**config.mk**
```make
export PLATFORM = sky130hd
export DESIGN_NAME = mscu_ctrl
export DESIGN_NICKNAME = d
export VERILOG_FILES = /design/src/rtl/mscu_pkg.sv /design/src/rtl/mscu_ctrl.sv
export VERILOG_INCLUDE_DIRS = /design/src /design/src/rtl
export SDC_FILE = /design/constraint.sdc
export NUM_CORES = 1
export LEC_CHECK = 0
export BUFFER_PORTS_ARGS = -buffer_cell sky130_fd_sc_hd__buf_4
export CAP_MARGIN = 20
export CORE_AREA = 2 2 39 41
export DETAILED_ROUTE_END_ITERATION = 7
export DIE_AREA = 0 0 41 43
export PLACE_DENSITY_LB_ADDON = 0.08
export SETUP_SLACK_MARGIN = 0.3
export SYNTH_ARGS = -nofsm -noshare
export SYNTH_HDL_FRONTEND = slang
export SYNTH_SLANG_ARGS = --single-unit
```
**constraint.sdc**
```tcl
create_clock -name clock -period 2.84 [get_ports clock]
set_clock_uncertainty 0.15 [all_clocks]
set_input_delay 0.284 -clock clock [delete_from_list [all_inputs] [get_ports clock]]
set_output_delay 0.284 -clock clock [all_outputs]
set_load 0.05 [all_outputs]
```
**src/rtl/assert_macros.svh**
```systemverilog
// ---------------------------------------------------------------------------
// Assertion macros
// Shared concurrent assertion forms for the contour unit.
// ---------------------------------------------------------------------------
`ifndef ASSERT_MACROS_SVH
`define ASSERT_MACROS_SVH

// same-cycle implication
`define MSCU_ASSERT_NOW(label, clk, rst, ante, cons) \
   label: assert property (@(posedge clk) disable iff (rst) (ante) |-> (cons)) \
      else $error("assertion failed");

// next-cycle implication
`define MSCU_ASSERT_NEXT(label, clk, rst, ante, cons) \
   label: assert property (@(posedge clk) disable iff (rst) (ante) |=> (cons)) \
      else $error("assertion failed");

`endif

```
**src/rtl/mscu_pkg.sv**
```systemverilog
// ---------------------------------------------------------------------------
// mscu_pkg
// Types, constants and helper functions of the contour unit.
// ---------------------------------------------------------------------------
`default_nettype none
package mscu_pkg;

   localparam int SAMPLE_W  = 16;
   localparam int D_W       = SAMPLE_W + 1;
   localparam int FRAC_W    = 8;
   localparam int COORD_W   = 18;
   localparam int DIM_W     = 11;
   localparam int IDX_W     = 10;
   localparam int MAX_DIM   = 1024;
   localparam int CNT_W     = 3;
   localparam int SUM_W     = D_W + 2;
   localparam int DATA_W    = 4 * COORD_W;

   localparam logic [1:0] REG_LEVEL  = 2'd0;
   localparam logic [1:0] REG_WIDTH  = 2'd1;
   localparam logic [1:0] REG_HEIGHT = 2'd2;

   localparam logic [FRAC_W:0] ONE_OFF = (FRAC_W + 1)'(1 << FRAC_W);

   typedef struct packed {
      logic              valid;
      logic              vertex;
      logic              interp;
      logic [1:0]        corner;
      logic [FRAC_W:0]   off;
   } cross_type;

   typedef struct packed {
      logic [COORD_W-1:0] px;
      logic [COORD_W-1:0] py;
   } point_type;

   typedef struct packed {
      logic       capture;
      logic       eval;
      logic       div_start;
      logic       div_store;
      logic       emit;
      logic       emit_sel;
      logic [1:0] edge_idx;
   } cmd_type;

   typedef struct packed {
      logic [3:0] need_div;
      logic       div_done;
      logic [1:0] nseg;
      logic       out_free;
   } status_type;

   function automatic cross_type classify(input logic signed [D_W-1:0] a,
                                          input logic signed [D_W-1:0] b,
                                          input logic [1:0] ca,
                                          input logic [1:0] cb);
      cross_type c;
      c = '0;
      if (a == 0 && b > 0) begin
         c.valid  = 1'b1;
         c.vertex = 1'b1;
         c.corner = ca;
      end else if (a > 0 && b == 0) begin
         c.valid  = 1'b1;
         c.vertex = 1'b1;
         c.corner = cb;
         c.off    = ONE_OFF;
      end else if ((a < 0 && b > 0) || (a > 0 && b < 0)) begin
         c.valid  = 1'b1;
         c.interp = 1'b1;
      end
      return c;
   endfunction

   // edge 0 bottom, 1 right, 2 top, 3 left
   function automatic point_type edge_point(input cross_type c,
                                            input logic [1:0] e,
                                            input logic [IDX_W-1:0] x0,
                                            input logic [IDX_W-1:0] y0);
      point_type p;
      logic [DIM_W-1:0] ax;
      logic [DIM_W-1:0] ay;
      logic [DIM_W+FRAC_W-1:0] fx;
      logic [DIM_W+FRAC_W-1:0] fy;
      ax = {1'b0, x0} + DIM_W'(e == 2'd1);
      ay = {1'b0, y0} + DIM_W'(e == 2'd2);
      fx = {ax, {FRAC_W{1'b0}}};
      fy = {ay, {FRAC_W{1'b0}}};
      if (e == 2'd0 || e == 2'd2) fx = fx + (DIM_W + FRAC_W)'(c.off);
      else                        fy = fy + (DIM_W + FRAC_W)'(c.off);
      p.px = fx[COORD_W-1:0];
      p.py = fy[COORD_W-1:0];
      return p;
   endfunction

endpackage
`default_nettype wire

```
**src/rtl/mscu_ctrl.sv**
```systemverilog
// ---------------------------------------------------------------------------
// mscu_ctrl
// Sequencer: capture, crossing test, per-edge division, segment output.
// ---------------------------------------------------------------------------
`default_nettype none
`include "assert_macros.svh"
module mscu_ctrl
   import mscu_pkg::*;
(
   input  wire logic       clock,
   input  wire logic       reset,
   input  wire logic       req_tvalid,
   output logic            req_tready,
   output logic            accept,
   output cmd_type         cmd,
   input  wire status_type status
);

   localparam logic [2:0] S_IDLE  = 3'd0;
   localparam logic [2:0] S_READ  = 3'd1;
   localparam logic [2:0] S_EVAL  = 3'd2;
   localparam logic [2:0] S_SCAN  = 3'd3;
   localparam logic [2:0] S_DIV   = 3'd4;
   localparam logic [2:0] S_EMIT0 = 3'd5;
   localparam logic [2:0] S_EMIT1 = 3'd6;

   logic [2:0] state_ff, state_in;
   logic [1:0] edge_ff, edge_in;

   assign req_tready = (state_ff == S_IDLE);
   assign accept     = req_tvalid && req_tready;

   always_comb begin
      state_in     = state_ff;
      edge_in      = edge_ff;
      cmd          = '0;
      cmd.edge_idx = edge_ff;
      case (state_ff)
         S_IDLE:  if (accept) state_in = S_READ;
         S_READ: begin
            cmd.capture = 1'b1;
            state_in    = S_EVAL;
         end
         S_EVAL: begin
            cmd.eval = 1'b1;
            edge_in  = 2'd0;
            state_in = S_SCAN;
         end
         S_SCAN: begin
            if (status.need_div[edge_ff]) begin
               cmd.div_start = 1'b1;
               state_in      = S_DIV;
            end else if (edge_ff == 2'd3) begin
               state_in = S_EMIT0;
            end else begin
               edge_in = edge_ff + 1'b1;
            end
         end
         S_DIV: begin
            if (status.div_done) begin
               cmd.div_store = 1'b1;
               if (edge_ff == 2'd3) begin
                  state_in = S_EMIT0;
               end else begin
                  edge_in  = edge_ff + 1'b1;
                  state_in = S_SCAN;
               end
            end
         end
         S_EMIT0: begin
            if (status.nseg == 2'd0) begin
               state_in = S_IDLE;
            end else if (status.out_free) begin
               cmd.emit = 1'b1;
               state_in = (status.nseg == 2'd2) ? S_EMIT1 : S_IDLE;
            end
         end
         S_EMIT1: begin
            cmd.emit_sel = 1'b1;
            if (status.out_free) begin
               cmd.emit = 1'b1;
               state_in = S_IDLE;
            end
         end
         default: state_in = S_IDLE;
      endcase
   end

   always_ff @(posedge clock) begin
      if (reset) begin
         state_ff <= S_IDLE;
         edge_ff  <= '0;
      end else begin
         state_ff <= state_in;
         edge_ff  <= edge_in;
      end
   end

   `MSCU_ASSERT_NEXT(a_accept_reads, clock, reset, accept, state_ff == S_READ)
   `MSCU_ASSERT_NOW(a_emit1_two, clock, reset, state_ff == S_EMIT1, status.nseg == 2'd2)
   `MSCU_ASSERT_NOW(a_div_needed, clock, reset, cmd.div_start, status.need_div[edge_ff])

endmodule
`default_nettype wire

```
-- Word level (Yosys, flattened, before mapping)
Index checks and enable logic that the tools add are counted.
- mux-type cells: 26
- add/sub/neg operators: 1
- $lt $le $gt $ge: 1
- eq/ne operators: 14
- reduce and logical (&&, ||, !) cells: 6
- operator list (operator ; number):
    3-bit 2-to-1 mux ; 9
    3-bit one-hot mux with 7 select lines ; 1
    1-bit 2-to-1 mux ; 10
    3-bit == test (second input constant) ; 3
    3-bit by 2-bit == test with 1-bit output (second input constant) ; 2
    2-bit 2-to-1 mux ; 3
    2-bit inequality test (second input constant) ; 3
    3-bit inequality test (second input constant) ; 2
    2-bit one-hot mux with 3 select lines ; 1
    5-bit AND reduction ; 1
    2-bit == test (second input constant) ; 2
    3-bit by 1-bit == test with 1-bit output (second input constant) ; 1
    3-bit logical NOT ; 1
    2-bit by 3-bit < comparator with 1-bit output (second input constant) ; 1
    3-bit AND reduction ; 1
    3-bit nonzero test ; 1
    2-bit by 1-bit adder with 2-bit output (second input constant) ; 1
    1-bit binary-select mux with 2-bit select ; 1
    2-bit logical NOT ; 1
    2-bit by 1-bit inequality test with 1-bit output (second input constant) ; 1
    1-bit one-hot mux with 2 select lines ; 1
    1-bit logical AND ; 1
- register bits: 5
- logic and storage cells: 50
- output and inout bits: 10

-- Depth between registers and ports, before layout
Gate-level depths: netlist of run 1.
- depth in word-level cells: 5
- depth in mapped cells: 6

-- Worst setup path after synthesis of run 1
Ideal clock, no wire load.
- kind: reg-to-reg
- start point: register state_ff[2]
- end point: register edge_ff[0]
- setup time: 121 ps
- cell stages (with the launch flop): 7
- period minus slack after synthesis: 3107 ps
- data required time: 2569 ps
- setup slack: -267 ps
- data arrival time: 2836 ps
- buffers on the path: 1
- path through: dfxtp_1 -> clkbuf_1 -> nor4bb_1 -> inv_1 -> a21oi_1 -> nor3_1 -> mux2_2
- cells in the longest elaborated chain, start to end: 3
- RTL lines (element ; line ; source):
    start: declaration ; mscu_ctrl.sv:27 ; logic [2:0] state_ff, state_in;
    start signal: assignment ; mscu_ctrl.sv:94 ; state_ff <= state_in;
    3-bit by 2-bit == test with 1-bit output or 3-bit == test (tied branches) ; mscu_ctrl.sv:38 ; case (state_ff)
    2-bit inequality test (no source line) or 3-bit nonzero test (tied branches) ; n/a ;
    3-bit AND reduction (no source line) ; n/a ;
    end signal: assignment ; mscu_ctrl.sv:95 ; edge_ff <= edge_in;
    end: declaration ; mscu_ctrl.sv:28 ; logic [1:0] edge_ff, edge_in;
Parallel ways exist; a longest one is shown, timed or not.
A chain may end at the register's enable or synchronous reset.

-- Worst setup path after layout of run 1
- start point: register edge_ff[0]
- end point: register edge_ff[0]
- cells in the longest elaborated chain, start to end: 4
- RTL lines (element ; line ; source):
    2-bit by 1-bit adder with 2-bit output (tied with other cells) ; mscu_ctrl.sv:56, mscu_ctrl.sv:65 ;
    2-bit 2-to-1 mux or 1-bit 2-to-1 mux (tied branches) ; mscu_ctrl.sv:53, mscu_ctrl.sv:62, mscu_ctrl.sv:50 ;
    2-bit 2-to-1 mux (tied with other cells) ; mscu_ctrl.sv:60 ; if (status.div_done) begin
    2-bit one-hot mux with 3 select lines or 3-bit AND reduction (tied branches) ; n/a ;
Parallel ways exist; a longest one is shown, timed or not. The select of a mux whose other input is x is not followed.

==> impl_metrics.py, run 1 <==
metrics = {
    "status": {
        "status": "finished clean",
    },
    "yosys": {
        "ys_types": 26,
        "ys_seq_area_frac": 0.235,
        "synth_nets": 67,
        "syn_area_per_cell_um2": 7.76,
        "syn-instance-count": 55,
        "ys_warn_count": 0,
        "synth_top_area_frac": 0.235,
        "synth_area_leaders": "dfxtp_1, nor3_1, mux4_2",
        "synth_top_cell_by_area": "dfxtp_1",
        "ys_seq_elements": 5,
        "synth.cell_area_um2": 427,
    },
    "floorplan": {
        "die_height_um": 43,
        "io_pins": 21,
        "core_mm2": 0.00138,
        "initial_core_util": 0.308,
        "dieArea_mm2": 0.00176,
        "rows": 14,
        "die_x_um": 41,
    },
    "power": {
        "p_seq_frac": 0.255,
        "total_power_w": 0.000548,
        "p_int_w": 0.000271,
        "switching_power_w": 0.000277,
        "comb_power_share": 0.601,
        "leakagePower_nw": 0.273,
        "power_per_cell_area_mw_per_mm2": 879,
        "peakVddDrop_mv": 0.462,
        "swShare": 0.505,
        "pwr-share-clk": 0.143,
    },
    "timing": {
        "drv_slew": 0,
        "finalHoldViolations": 0,
        "setup_slack_ps": 763,
        "rsz0062_at_grt": "no",
        "hold_ws_ps": 97.4,
        "final-setup-viol-count": 0,
        "finalSetupTns_ps": 0,
        "fin_crit_ps": 2080,
        "max_freq_mhz": 481,
        "maxSlewHeadroom": 0.686,
        "period_share": 0.731,
        "worstMarginPinSlew_ps": 470,
    },
    "clocking": {
        "hold_buffers": 0,
        "cts_tree": "built",
        "cts_max_level": 1,
        "cts_setup_buffers": 0,
        "clk_transition_reported_paths_ps": 40,
        "numCtsBuffers": 3,
        "clk_path_buf_depth": 2,
        "clk_latency_ps": 230,
        "cts_resized": 0,
        "ctsRootBufferMaster": "clkbuf_4",
        "cts.sinks": 5,
    },
    "worst_setup_path": {
        "cp_max_fo": 5,
        "path_class": "register to register",
        "arrival_ps": 2050,
        "crit_start": "edge_ff[0]",
        "worstPathRequired_ps": 2810,
        "start_kind": "register",
        "critPathCaptureType": "register",
        "reg2reg_from": "edge_ff[0]",
    },
    "routing": {
        "drt_iter0_drc": 6,
        "routed_wl_um": 977,
        "drc": 0,
        "num_vias": 468,
        "first_pass_iters": 2,
        "drtAntennaViolNets": 0,
        "wl_per_cell_um": 10.6,
        "vias_per_cell": 5.09,
    },
    "job": {
        "drv_cap": 0,
    },
    "grt": {
        "antenna_found_initial": 0,
        "grt_util_all_layers": 0.125,
        "grt_pass1_wl_um": 1530,
        "overflow": 0,
        "grt_pass1_vias": 373,
        "grt_max_degree": 15,
    },
    "cells_and_area": {
        "finalNetCount": 89,
        "drive_above_1_share": 0.368,
        "area_growth_pct": 46.0,
        "n_antenna_cell": 0,
    },
    "placement": {
        "place_ws_ps": 775,
        "port_buffers": 20,
        "post-dp-hpwl_um": 774,
        "gp_congestion": 0.719,
    },
    "min_path": {
        "worstHoldStart": "reset",
        "hp-class": "input port to register",
    },
}
## state kept, by name (all words and copies together), names as in the netlist
register  count
state_ff      3
edge_ff       2
## cells in the final DEF (no fill, tap or decap)
cell type and n:
a22o_1 1, nand2_1 2, dfxtp_1 5, o21ai_1 2, or2_1 1, buf_4 20
a21oi_1 4, nor3_1 4, clkbuf_1 1, or3b_1 1, nand2b_1 3, mux4_2 1
o31a_1 1, inv_1 3, nor3b_2 1, nor3b_1 2, mux2_2 1, a211o_1 1
nor2_1 6, nor3_2 1, clkbuf_4 3, o22ai_1 1, and2_1 3, ha_1 1
nand3b_1 2, a2111oi_0 1, mux2i_1 2, and3_1 1, nor4bb_2 1
## cell type report
class / instances / area, um2
inverters: 3 / 11.3
fillers: 157 / 761
flip-flops and latches: 5 / 100
multi-input cells: 44 / 315
clock buffers: 4 / 26.3
repair buffers: 20 / 150
well taps: 16 / 20.0
## per-layer routing
metal	wire (um)	share of wire	track usage	up-vias
met5	0	0	0	-
met4	0	0	0.0800	0
met3	65	0.067	0.0209	0
met2	473	0.48	0.172	12
met1	438	0.45	0.172	216
li1	-	-	-	240
## stage by stage
stage / instance area, um2 / cells / util
final: 623 / 92 / 0.450
after floorplan: 438 / 55 / -
after global placement: 597 / 88 / 0.431
after global routing: 623 / 92 / 0.450
after CTS: 623 / 92 / 0.450
after detailed placement: 597 / 88 / 0.431
## synth_stat cells
cell type and count:
a2111oi_0 1, a211o_1 1, a21oi_1 4, a22o_1 1, and2_1 3, and3_1 1
clkbuf_1 3, dfxtp_1 5, ha_1 1, inv_1 3, mux2_2 1, mux2i_1 2
mux4_2 1, nand2_1 2, nand2b_1 3, nand3b_1 2, nor2_1 6, nor3_1 5
nor3b_1 2, nor3b_2 1, nor4bb_1 1, o21ai_1 2, o22ai_1 1, o31a_1 1
or2_1 1, or3b_1 1
## power groups by stage
stage	clock network, W	registers [W]	logic, W
floorplan	0	0.000109	0.000278
global placement	0	0.000143	0.000332
detailed placement	0	0.000143	0.000332
CTS	0.0000820	0.000142	0.000333
global route	0.0000846	0.000149	0.000354
finish	0.0000786	0.000140	0.000329
## logic make-up after synthesis
kind of cell,after synthesis,share of synthesized area
AOI/OAI and AO/OA,11,0.167
adders and majority gates,1,0.0293
buffers and inverters,6,0.0528
DFF,5,0.235
muxes,4,0.126
and+or+nand+nor,28,0.390
## critical path, cell delays in order (launching register included)
cell and delay (ps):
dfxtp_1 400, mux4_2 580, or3b_1 360, a21oi_1 150, nor3_1 70, mux2_2 260
## path summary, 6_finish.rpt
check	cells past startpoint	slack [ps]	to
max	5	760	edge_ff[0]
min	2	100	state_ff[1]
max reg2reg	5	760	edge_ff[0]
min reg2reg	1	410	edge_ff[1]
Note: power is estimated with default switching activity, not from simulation.
==> run 2, diff against run 1 <==
Clock period 2.84 ns to 1.7 ns, I/O delays scaled along.
==> run 2 against run 1 <==
Compared with the run above: the flow now finishes with violations (setup timing); critical path depth stayed put; combinational power grew to 3.5 times the previous value; clock power rose by 83%; first-iteration DRC count up 17%; sequential share of layout area fell by 5.0 points; fmax grew 6.5%; via count grew 30%; utilization grew 31 points; largest cell class is now non-clock buffers; sequential power is 53% higher; flip-flop and latch count did not move; total power rose to 2.8 times the previous value.
==> impl_metrics.py, run 2 (synthesis results as in run 1) <==
metrics = {
    "cells_and_area": {
        "area_growth_pct": 146,
        "layout_common_cells": "buf_4, buf_6, nor2_1",
        "reg_top3": "state_ff (3), edge_ff (2)",
        "drive_above_1_share": 0.712,
        "regMostFlops": "state_ff",
        "final_common_cell": "buf_4",
        "final_util": 0.758,
        "finalNetCount": 117,
        "final_cells": 120,
        "largest_register_ffs": 3,
        "n_antenna_cell": 0,
    },
    "routing": {
        "num_vias": 608,
        "drtAntennaViolNets": 0,
        "drt_iter0_drc": 7,
        "vias_per_cell": 5.07,
        "wl_per_cell_um": 13.9,
        "drc": 0,
        "routed_wl_um": 1660,
        "first_pass_iters": 2,
    },
    "floorplan": {
        "io_pins": 21,
        "die_height_um": 43,
        "dieArea_mm2": 0.00176,
        "core_mm2": 0.00138,
        "rows": 14,
        "initial_core_util": 0.308,
        "die_x_um": 41,
    },
    "grt": {
        "grt_max_degree": 10,
        "overflow": 0,
        "antenna_found_initial": 0,
        "grt_pass1_wl_um": 2190,
        "grt_util_all_layers": 0.182,
        "grt_pass1_vias": 539,
    },
    "clocking": {
        "ctsRootBufferMaster": "clkbuf_4",
        "cts.sinks": 5,
        "clk_transition_reported_paths_ps": 50,
        "clk_latency_ps": 250,
        "cts_tree": "built",
        "clk_path_buf_depth": 2,
        "cts_max_level": 1,
        "numCtsBuffers": 3,
    },
    "status": {
        "violations": "setup timing",
        "status": "finished, violations left",
    },
    "timing": {
        "maxSlewHeadroom": 0.671,
        "setup_slack_ps": -251,
        "period_share": 1.15,
        "rsz0062_at_grt": "yes",
        "drv_slew": 0,
        "finalHoldViolations": 0,
        "max_freq_mhz": 513,
        "fin_crit_ps": 1950,
        "final-setup-viol-count": 7,
        "worstMarginPinSlew_ps": 481,
    },
    "power": {
        "leakagePower_nw": 0.466,
        "power_per_cell_area_mw_per_mm2": 1450,
        "peakVddDrop_mv": 1.07,
    },
    "worst_setup_path": {
        "reg2reg_from": "edge_ff[0]",
        "path_class": "register to register",
        "start_kind": "register",
        "cp_max_fo": 3,
        "crit_end": "edge_ff[0]",
        "crit_start": "edge_ff[0]",
        "worstPathRequired_ps": 1680,
        "r2r_end": "edge_ff[0]",
        "critPathCaptureType": "register",
        "arrival_ps": 1930,
        "r2r_cells": 5,
        "rrSetupSlack_ps": -250,
    },
    "placement": {
        "post-dp-hpwl_um": 929,
        "port_buffers": 20,
        "gp_congestion": 0.726,
        "dp_cells": 101,
    },
    "job": {
        "drv_cap": 0,
    },
    "min_path": {
        "hp-class": "input port to register",
    },
}
-- run 2: cell count changes in the layout (fill, tap and decap cells not counted), sizes merged --
cell	change
dlygate4sd3	+1
buf	+27
-- run 2: critical path, stage by stage (launching register included) --
cell     delay, ps
dfxtp_4        340
mux4_2         520
or3b_1         380
a21oi_2        140
nor3_2          60
mux2_2         250
-- run 2: layout make-up --
| cell class | instances | area, um2 |
|---|---|---|
| multi-input cells | 44 | 419 |
| fillers | 99 | 335 |
| inverters | 3 | 11.3 |
| well taps | 16 | 20.0 |
| clock buffers | 4 | 26.3 |
| flip-flops and latches | 5 | 116 |
| repair buffers | 48 | 455 |
-- run 2: worst min-delay path by stage --
stage	from	endpoint	depth (start not counted)
final	status[1]	state_ff[2]	5
after global routing	status[1]	state_ff[2]	5
after CTS	status[1]	state_ff[2]	5
after detailed placement	reset	state_ff[2]	2
after global placement	reset	state_ff[1]	2
after floorplan	reset	state_ff[1]	1
-- run 2: where the power goes --
group	switching [W]	leakage (nW)	total [W]	internal, W
Clock	0.0000546	0.0150	0.000144	0.0000891
Sequential	0.0000553	0.0441	0.000214	0.000159
Combinational	0.000544	0.407	0.00116	0.000621
Total	0.000654	0.466	0.00152	0.000869
-- run 2: metrics by stage --
step           hold slack, ps  setup WS [ps]  TNS [ps]  area, um2  total power [W]
5_1_grt                   290           -292     -1640       1050          0.00160
6_report                  240           -251     -1220       1050          0.00152
2_1_floorplan            85.0           -377     -1160        524         0.000766
3_5_place_dp              223           -249     -1080        751         0.000958
4_1_cts                   229           -248     -1200        942          0.00138
3_3_place_gp              224           -228      -864        751         0.000958
-- run 2: metal layers --
metal	track usage	up-vias	routed length (um)
li1	-	299	-
met1	0.214	287	687
met2	0.288	15	884
met3	0.0314	7	48
met4	0.113	0	42
met5	0	-	0
-- run 2: repair_timing --
action,4_1_cts,5_1_grt
endpoints found under the setup margin,13,13
setup buffers,8,6
hold buffers,1,0
pin swaps,5,6
hold endpoints to repair,3,0
resized for setup,26,11
cloned,0,0
